===== src/rtl/mirp_pkg.sv =====
`timescale 1ns / 1ps
`default_nettype none
// -----------------------------------------------------------------------------
// mirp_pkg: shared types and constants for the message id replay window
// Identifier width, verdict codes, the default window depth and the control
// group that the top level broadcasts to every window cell.
// -----------------------------------------------------------------------------
package mirp_pkg;

	localparam int unsigned ID_W         = 64;
	localparam int unsigned WINDOW_DEPTH = 64;

	typedef logic signed [ID_W-1:0] msg_id_t;

	typedef enum logic [1:0] {
		VERDICT_ACCEPT    = 2'd0,
		VERDICT_DUPLICATE = 2'd1,
		VERDICT_TOO_OLD   = 2'd2
	} verdict_t;

	// Broadcast control from the sequencer to the cells
	typedef struct packed {
		logic cmp_en;   // register compare flags against the held key
		logic commit;   // apply the insert / evict shift
		logic full;     // window holds WINDOW_DEPTH entries
	} cell_ctrl_t;

endpackage : mirp_pkg
`default_nettype wire


===== src/rtl/mirp_cell.sv =====
`timescale 1ns / 1ps
`default_nettype none
// -----------------------------------------------------------------------------
// mirp_cell: one slot of the sorted identifier window
// Holds one identifier, compares it against the broadcast key and, on commit,
// keeps its value, takes the key, or takes a neighbor's value.
// -----------------------------------------------------------------------------
module mirp_cell (
	input  wire logic                 clk,
	input  wire logic                 arst_n,
	input  wire mirp_pkg::cell_ctrl_t ctrl,
	input  wire mirp_pkg::msg_id_t    key,
	input  wire logic                 valid,     // slot index below held count
	input  wire mirp_pkg::msg_id_t    lo_entry,  // neighbor one slot down
	input  wire logic                 lo_lt,
	input  wire mirp_pkg::msg_id_t    hi_entry,  // neighbor one slot up
	input  wire logic                 hi_lt,
	output mirp_pkg::msg_id_t         entry,
	output logic                      lt,
	output logic                      eq
);

	mirp_pkg::msg_id_t entry_q;
	mirp_pkg::msg_id_t entry_nxt;
	logic              lt_q;
	logic              eq_q;

	// Compare flags, only meaningful for held slots
	always_ff @(posedge clk or negedge arst_n) begin
		if (!arst_n) begin
			lt_q <= 1'b0;
			eq_q <= 1'b0;
		end else if (ctrl.cmp_en) begin
			lt_q <= valid && (entry_q < key);
			eq_q <= valid && (entry_q == key);
		end
	end

	// Next value on commit
	always_comb begin
		entry_nxt = entry_q;
		if (ctrl.full) begin
			// evict bottom: slots below the insert point move down
			if (hi_lt)
				entry_nxt = hi_entry;
			else if (lt_q)
				entry_nxt = key;
		end else begin
			// grow: slots at or above the insert point move up
			if (!lt_q)
				entry_nxt = lo_lt ? key : lo_entry;
		end
	end

	always_ff @(posedge clk) begin
		if (ctrl.commit)
			entry_q <= entry_nxt;
	end

	assign entry = entry_q;
	assign lt    = lt_q;
	assign eq    = eq_q;

endmodule : mirp_cell
`default_nettype wire


===== config.mk =====
export PLATFORM = sky130hd
export DESIGN_NAME = mirp_cell
export DESIGN_NICKNAME = d
export VERILOG_FILES = /design/src/rtl/mirp_pkg.sv /design/src/rtl/mirp_cell.sv
export SDC_FILE = /design/constraint.sdc
export NUM_CORES = 1
export LEC_CHECK = 0
export ABC_AREA = 1
export CAP_MARGIN = 30
export CORE_ASPECT_RATIO = 1.1
export CORE_UTILIZATION = 25
export DETAILED_ROUTE_END_ITERATION = 7
export DONT_BUFFER_PORTS = 1
export PLACE_DENSITY = 0.49
export SLEW_MARGIN = 40
export SYNTH_ARGS = -nofsm -noshare
export SYNTH_HDL_FRONTEND = slang
export SYNTH_SLANG_ARGS = --single-unit

===== constraint.sdc =====
create_clock -name clk -period 5.04 [get_ports clk]
set_input_delay 0.756 -clock clk [delete_from_list [all_inputs] [get_ports clk]]
set_output_delay 0.756 -clock clk [all_outputs]
set_load 0.01 [all_outputs]

# [Word level (Yosys, flattened, before mapping)]
# Index checks and enable logic that the tools add are counted.
[op_classes] magnitude_cmp=1 n_eq_ne=3 muxes=5 reduce_logical=3
[op_table] op="2-to-1 mux 64 bit" n=5
[op_table] op="equality test 64 bit" n=1
[op_table] op="< comparator 64 bit" n=1
[op_table] op="inequality test 3 x 1 -> 1 bit, second input constant" n=1
[op_table] op="AND reduction 3 bit" n=1
[op_table] op="logical AND 1 bit" n=2
[op_table] op="inequality test 2 bit, second input constant" n=1
[totals] register_bits=66 out_inout_bits=66 elab_cells=15

# [Logic depth before layout (Yosys ltp)]
# Gate-level depths: netlist (run 1).
[logic_depth] word_depth=3 depth_mapped=18 mapped_depth_nobuf=18

# [Worst setup path before layout (run 1)]
# Ideal clock, no wire load.
[synth_path] path_kind="in2reg" startpoint="input hi_lt" endpoint="register entry_q[0] (netlist: entry[0]), enable pin" setup_ps=524 arrival_ps=4637 t_required_ps=4516 setup_slack_ps=-121 stages=4 n_path_buf=2 cell_sequence="inv_1 -> buf_2 -> clkbuf_1 -> a31oi_1"
[synth_via] elab_chain_cells=2
[synth_rtl] item="start: declaration" line="mirp_cell.sv:17" source="input wire logic hi_lt,"
[synth_rtl] item="inequality test 3 x 1 -> 1 bit (no line)"
[synth_rtl] item="AND reduction 3 bit (no line)"
[synth_rtl] item="end signal: assignment" line="mirp_cell.sv:57" source="entry_q <= entry_nxt;"
[synth_rtl] item="end: declaration" line="mirp_cell.sv:23" source="mirp_pkg::msg_id_t entry_q;"
# No other way between the ends.
# A chain may end at the register's enable or synchronous reset.

# [Final worst setup path (run 1)]
[layout_path] startpoint="register entry_q[31] (netlist: entry[31])" endpoint="register lt_q (netlist: lt)"
[layout_via] elab_chain_cells=2
[layout_rtl] item="< comparator 64 bit" line="mirp_cell.sv:34" source="lt_q <= valid && (entry_q < key);"
[layout_rtl] item="logical AND 1 bit" line="mirp_cell.sv:34"
[layout_rtl] item="end signal: assignment" line="mirp_cell.sv:34"
[layout_rtl] item="end: declaration" line="mirp_cell.sv:25" source="logic lt_q;"
# No other way between the ends.

==> impl_metrics.yaml, run 1 <==
power:
  clkPwrFrac_pct: 38.0
  seqPwrFrac_pct: 43.7
  pwr_density_cell_mw_per_mm2: 283
  internal_power_mw: 1.18
  ir_worst_vdd_mv: 0.147
  power_mw: 1.70
  leakagePower_nw: 2.49
  power_frac_comb_pct: 18.3
  p_sw_share_pct: 30.1
  switching_power_uw: 511
timing:
  worst_slack_ns: 2.88
  fin_crit_sh_pct: 42.8
  finalClockSkew_ns: 0.00999
  maxSlewHeadroom_pct: 49.0
  tns_ns: 0
  maxSlewViolCount: 0
  setup_viol: 0
  holdWs_ns: 0.113
  worstMarginPinSlew_ns: 0.765
  grt_setup_unrepaired: "no"
  layout_min_cycle_time_ns: 2.16
  max_freq_ghz: 0.464
  hold_viol_final: 0
drt:
  wl_mm: 17.1
  ant_nets: 0
  dr.pass1.iters: 5
  dr_total_vias: 4821
  drt_iter0_drc: 305
  drc: 0
  viasPerCell: 4.88
  wl_per_cell_um: 17.4
clock_tree:
  cts_setup_buffers: 0
  numCtsBuffers: 9
  clkSinkCount: 66
  htreeDepth: 3
  clk_pin_slew_worst_paths_ns: 0.06
  hold_buffers: 0
  post_cts_resized: 0
  cts_buffer_depth: 2
  cts_root_buf: "clkbuf_16"
  cts_tree: "done"
  clock_latency_ns: 0.33
yosys:
  yosys.area.top_type_share_pct: 35.3
  synth-warning-count: 0
  synthCells: 719
  yosys.area.top_type: "edfxtp_1"
  ys_types: 26
  synthSimpleGateAreaFrac_pct: 12.0
  syn_area_sq_mm: 0.00544
  avgSynthCellArea_sq_um: 7.56
  synth_xor_area_share_pct: 0
  synth_top_family_by_area: "compound AO/OA/AOI/OAI gates"
  seq_area_frac_synth_pct: 36.3
  ys_ff_latch: 66
  synth_compound_area_share_pct: 28.1
  synth_nets: 983
  synth_fa_ha_area_share_pct: 14.7
  synth_area_leaders: "edfxtp_1 35%, o21ai_0 18%, ha_1 15%"
  yosys-mux-area-fraction_pct: 0
final_layout:
  final_util_pct: 28.1
  final_common_cell: "o21ai_0"
  areaGrowthSynthToFinish_pct: 10.1
  final_cell_mix: "197 x o21ai_0, 93 x a21oi_1, 83 x inv_1"
  fillerInstances: 2382
  finalInstanceArea_sq_mm: 0.00599
  antenna_cells: 0
  fin_nets: 957
  fin_cells: 988
  drive_gt1_share_pct: 3.72
place:
  io_buffers: 0
  dp_cells: 972
  place_area_sq_mm: 0.00569
  gp_congestion: 0.773
  hpwlAfterDp_mm: 12.4
  dp_slack_ns: 2.48
floorplanning:
  initial_core_util_pct: 25.5
  die_area_sq_mm: 0.0224
  rows: 56
  fp.dieW_um: 143
  core_area_sq_mm: 0.0213
  die_h_um: 157
  io_pins: 266
job:
  drv_cap: 0
critical_path:
  cp.required_ns: 5.26
  cp-end-kind: "register"
  critical_path_class: "reg -> reg"
  cp-start-kind: "register"
  crit_fanout: 2
  worstPathArrival_ns: 2.37
grt:
  antenna_found_initial: 0
  grt_pass1_vias: 4420
  grt_use_total_pct: 14.8
  grt_first_pass_wirelength_mm: 25.0
  grt_max_degree: 128
  overflow: 0
worst_hold_path:
  min_path_type: "in -> async"
run_status:
  status: "complete, no violations"
## synth_stat cells
library cell  count
a21o_1            2
a21oi_1          93
a31oi_1           1
and3b_1           1
buf_1             4
buf_2             8
clkbuf_1         28
clkinv_1          1
dfrtp_1           2
edfxtp_1         64
ha_1             64
inv_1            84
inv_2             2
nand2_1          67
nand3_1           3
nand3_2           2
nand4_1           4
nor2_1           78
nor3_1            1
nor3_2            2
nor4_1            1
o21a_1            4
o21ai_0         197
o21ai_1           4
o22ai_1           1
or2_2             1
## state kept, by name, indices dropped and copies added, names as in the netlist
register	cells
eq	1
entry	64
lt	1
## kinds of logic (layout without fill, tap and decap cells)
family / Yosys count / after routing
AOI/OAI and AO/OA: 302 / 302
and+or+nand+nor: 160 / 160
buffers and inverters: 127 / 106
adders and majority gates: 64 / 64
DFF: 66 / 66
## power groups by stage
| stage | registers [mW] | logic (mW) | clock network (mW) |
|---|---|---|---|
| after CTS | 0.743 | 0.318 | 0.667 |
| after detailed placement | 0.754 | 0.316 | 0 |
| after global routing | 0.747 | 0.369 | 0.685 |
| final | 0.740 | 0.310 | 0.645 |
| after floorplan | 0.736 | 0.248 | 0 |
| after global placement | 0.755 | 0.313 | 0 |
## worst max-delay path: stages, from the launching register on
cell,delay [ns]
edfxtp_1,0.46
ha_1,0.33
nand2_1,0.08
nor2_1,0.18
nand2_1,0.11
nor4_1,0.40
nand2_1,0.12
nand2_1,0.07
nand2_1,0.06
nand2_1,0.07
nand2_1,0.05
nand3_1,0.06
nand2_1,0.05
## final timing paths
check / start / to / slack, ns / depth (start not counted)
worst max-delay path: entry[31]$_DFFE_PP_ / lt$_DFFE_PN0P_ / 2.88 / 12
worst min-delay path: arst_n / eq$_DFFE_PN0P_ / 0.11 / 0
worst max register to register: entry[31]$_DFFE_PP_ / lt$_DFFE_PN0P_ / 2.88 / 12
worst min register to register: eq$_DFFE_PN0P_ / eq$_DFFE_PN0P_ / 0.62 / 2
max in group asynchronous: arst_n / lt$_DFFE_PN0P_ / 4.85 / 0
min in group clk: ctrl[2] / eq$_DFFE_PN0P_ / 0.53 / 1
## area by class of cell
type / instances / area, sq um / area share [%]
clock buffer: 13 / 250 / 4.18
clock inverter: 3 / 40.0 / 0.669
inverter: 87 / 333 / 5.56
multi-input combinational: 526 / 3000 / 50.0
sequential: 66 / 1970 / 32.9
tap: 290 / 363 / 6.06
timing repair buffer: 3 / 32.5 / 0.543
## routing by layer
metal	wire, um	global-route usage (%)	part of all wire (%)
met5	0	0	0
met1	7010	17.4	41
met2	8230	24.6	48
met4	365	5.38	2.1
met3	1540	5.57	9.0
Note: power is estimated with default switching activity, not from simulation.
==> run 2, diff against run 1 <==
PLACE_DENSITY = 0.51   (was 0.49)
clock period = 1.8 ns   (was 5.04 ns; I/O delays follow)
==> impl_metrics.yaml, run 2 (synthesized netlist as in run 1, its figures left out) <==
timing:
  max_freq_ghz: 0.523
  maxSlewHeadroom_pct: 76.0
  holdWs_ns: 0.0875
  worst_slack_ns: -0.114
  layout_min_cycle_time_ns: 1.91
  setup_viol: 2
  tns_ns: -0.169
  grt_setup_unrepaired: "yes"
  worstMarginPinSlew_ns: 0.359
  finalClockSkew_ns: 0.00852
  fin_crit_sh_pct: 106
  hold_viol_final: 0
  maxSlewViolCount: 0
drt:
  viasPerCell: 4.75
  ant_nets: 0
  drt_iter0_drc: 228
  drc: 0
  dr_total_vias: 5072
  dr.pass1.iters: 6
  wl_per_cell_um: 15.5
  wl_mm: 16.6
power:
  power_frac_comb_pct: 25.5
  clkPwrFrac_pct: 33.6
  power_mw: 4.79
  ir_worst_vdd_mv: 0.401
  p_sw_share_pct: 30.8
  seqPwrFrac_pct: 41.0
  leakagePower_nw: 2.90
  switching_power_mw: 1.48
  internal_power_mw: 3.31
  pwr_density_cell_mw_per_mm2: 718
critical_path:
  crit_path_cell_trace: "ha_4 > nand2_2 > inv_2 > nand3_4 > nor3_4 > nand3_2 > nor3_4 > nand2_1 > nand2_1 > nand2_1 > nand3_1 > nand2_1"
  worstPathArrival_ns: 2.14
  cp-end-kind: "register"
  cp_top_family: "simple AND/OR/NAND/NOR gates"
  cp.required_ns: 2.03
  crit_buf_inv: 1
  max_stage_delay_ns: 0.44
  cp_slowest_cell: "edfxtp_1"
  critical_path_class: "reg -> reg"
  crit_fanout: 2
  crit_top_cell: "nand2_1"
  cp-start-kind: "register"
grt:
  grt_first_pass_wirelength_mm: 24.0
  grt_pass1_vias: 4619
  grt_max_degree: 66
  overflow: 0
  antenna_found_initial: 1
  grt_use_total_pct: 14.3
floorplanning:
  core_area_sq_mm: 0.0213
  initial_core_util_pct: 25.5
  die_area_sq_mm: 0.0224
  io_pins: 266
  die_h_um: 157
  rows: 56
  fp.dieW_um: 143
place:
  place_area_sq_mm: 0.00633
  hpwlAfterDp_mm: 12.8
  io_buffers: 0
  gp_congestion: 0.736
  dp_slack_ns: -0.149
  dp_cells: 1048
final_layout:
  final_cell_mix: "195 x o21ai_0, 92 x a21oi_1, 82 x inv_1"
  fillerInstances: 2336
  largest_register_ffs: 64
  fin_nets: 1037
  multiInputGateArea_sq_mm: 0.00305
  areaGrowthSynthToFinish_pct: 22.7
  final_util_pct: 31.3
  drive_gt1_share_pct: 14.3
  antenna_cells: 0
  finalInstanceArea_sq_mm: 0.00667
  regArea_sq_mm: 0.00197
  fin_cells: 1067
  final_common_cell: "o21ai_0"
clock_tree:
  htreeDepth: 3
  numCtsBuffers: 9
  cts_root_buf: "clkbuf_16"
  cts_tree: "done"
  cts_buffer_depth: 2
  clkSinkCount: 66
  clock_latency_ns: 0.34
  clk_pin_slew_worst_paths_ns: 0.06
run_status:
  violations: "setup timing"
  status: "complete, but fails checks"
worst_hold_path:
  min_path_type: "in -> reg"
job:
  drv_cap: 0
-- run 2: cell types whose count changed in the layout (fill, tap and decap cells not counted), moves of 2 or more --
cell / delta
buf_12: +6
buf_4: +74
clkbuf_1: -3
clkbuf_8: -2
clkinv_1: +2
clkinvlp_4: +3
dlygate4sd3_1: +2
inv_2: +2
inv_4: -2
nor3_4: +2
o21ai_0: -2
-- run 2: repair_timing --
action / CTS / global route
hold buffers: 1 / 1
pin swaps: 0 / 6
resized for setup: 3 / 6
hold endpoints to repair: 2 / 1
endpoints found under the setup margin: 2 / 2
buffers inserted: 0 / 2
-- run 2: power groups by stage --
stage	clock network [mW]	registers (mW)	logic, mW
after floorplan	0	2.06	0.704
after CTS	1.68	1.96	1.23
after detailed placement	0	1.99	1.21
after global routing	1.73	1.98	1.40
after global placement	0	1.99	1.21
final	1.61	1.96	1.22
-- run 2: worst paths after layout --
path | startpoint | end | slack (ns) | depth (start not counted)
worst max-delay path | entry[63]$_DFFE_PP_ | lt$_DFFE_PN0P_ | -0.11 | 12
worst min-delay path | valid | eq$_DFFE_PN0P_ | 0.09 | 2
worst max register to register | entry[63]$_DFFE_PP_ | lt$_DFFE_PN0P_ | -0.11 | 12
worst min register to register | eq$_DFFE_PN0P_ | eq$_DFFE_PN0P_ | 0.63 | 2
max in group asynchronous | arst_n | lt$_DFFE_PN0P_ | 1.48 | 1
min in group asynchronous | arst_n | eq$_DFFE_PN0P_ | 0.18 | 1
-- run 2: cell type report --
cell class / count / area share (%)
Timing Repair Buffer: 83 / 10.5
Clock buffer: 9 / 3.38
Sequential cell: 66 / 29.6
Tap cell: 290 / 5.44
Clock inverter: 6 / 0.525
Multi-Input combinational cell: 526 / 45.6
Inverter: 87 / 4.93
-- run 2: layer usage --
layer	wire (um)	global-route usage [%]	up-vias
li1	-	-	2601
met3	1110	3.70	25
met1	7020	16.4	2280
met4	421	6.81	0
met2	8040	24.5	166
met5	0	0	-
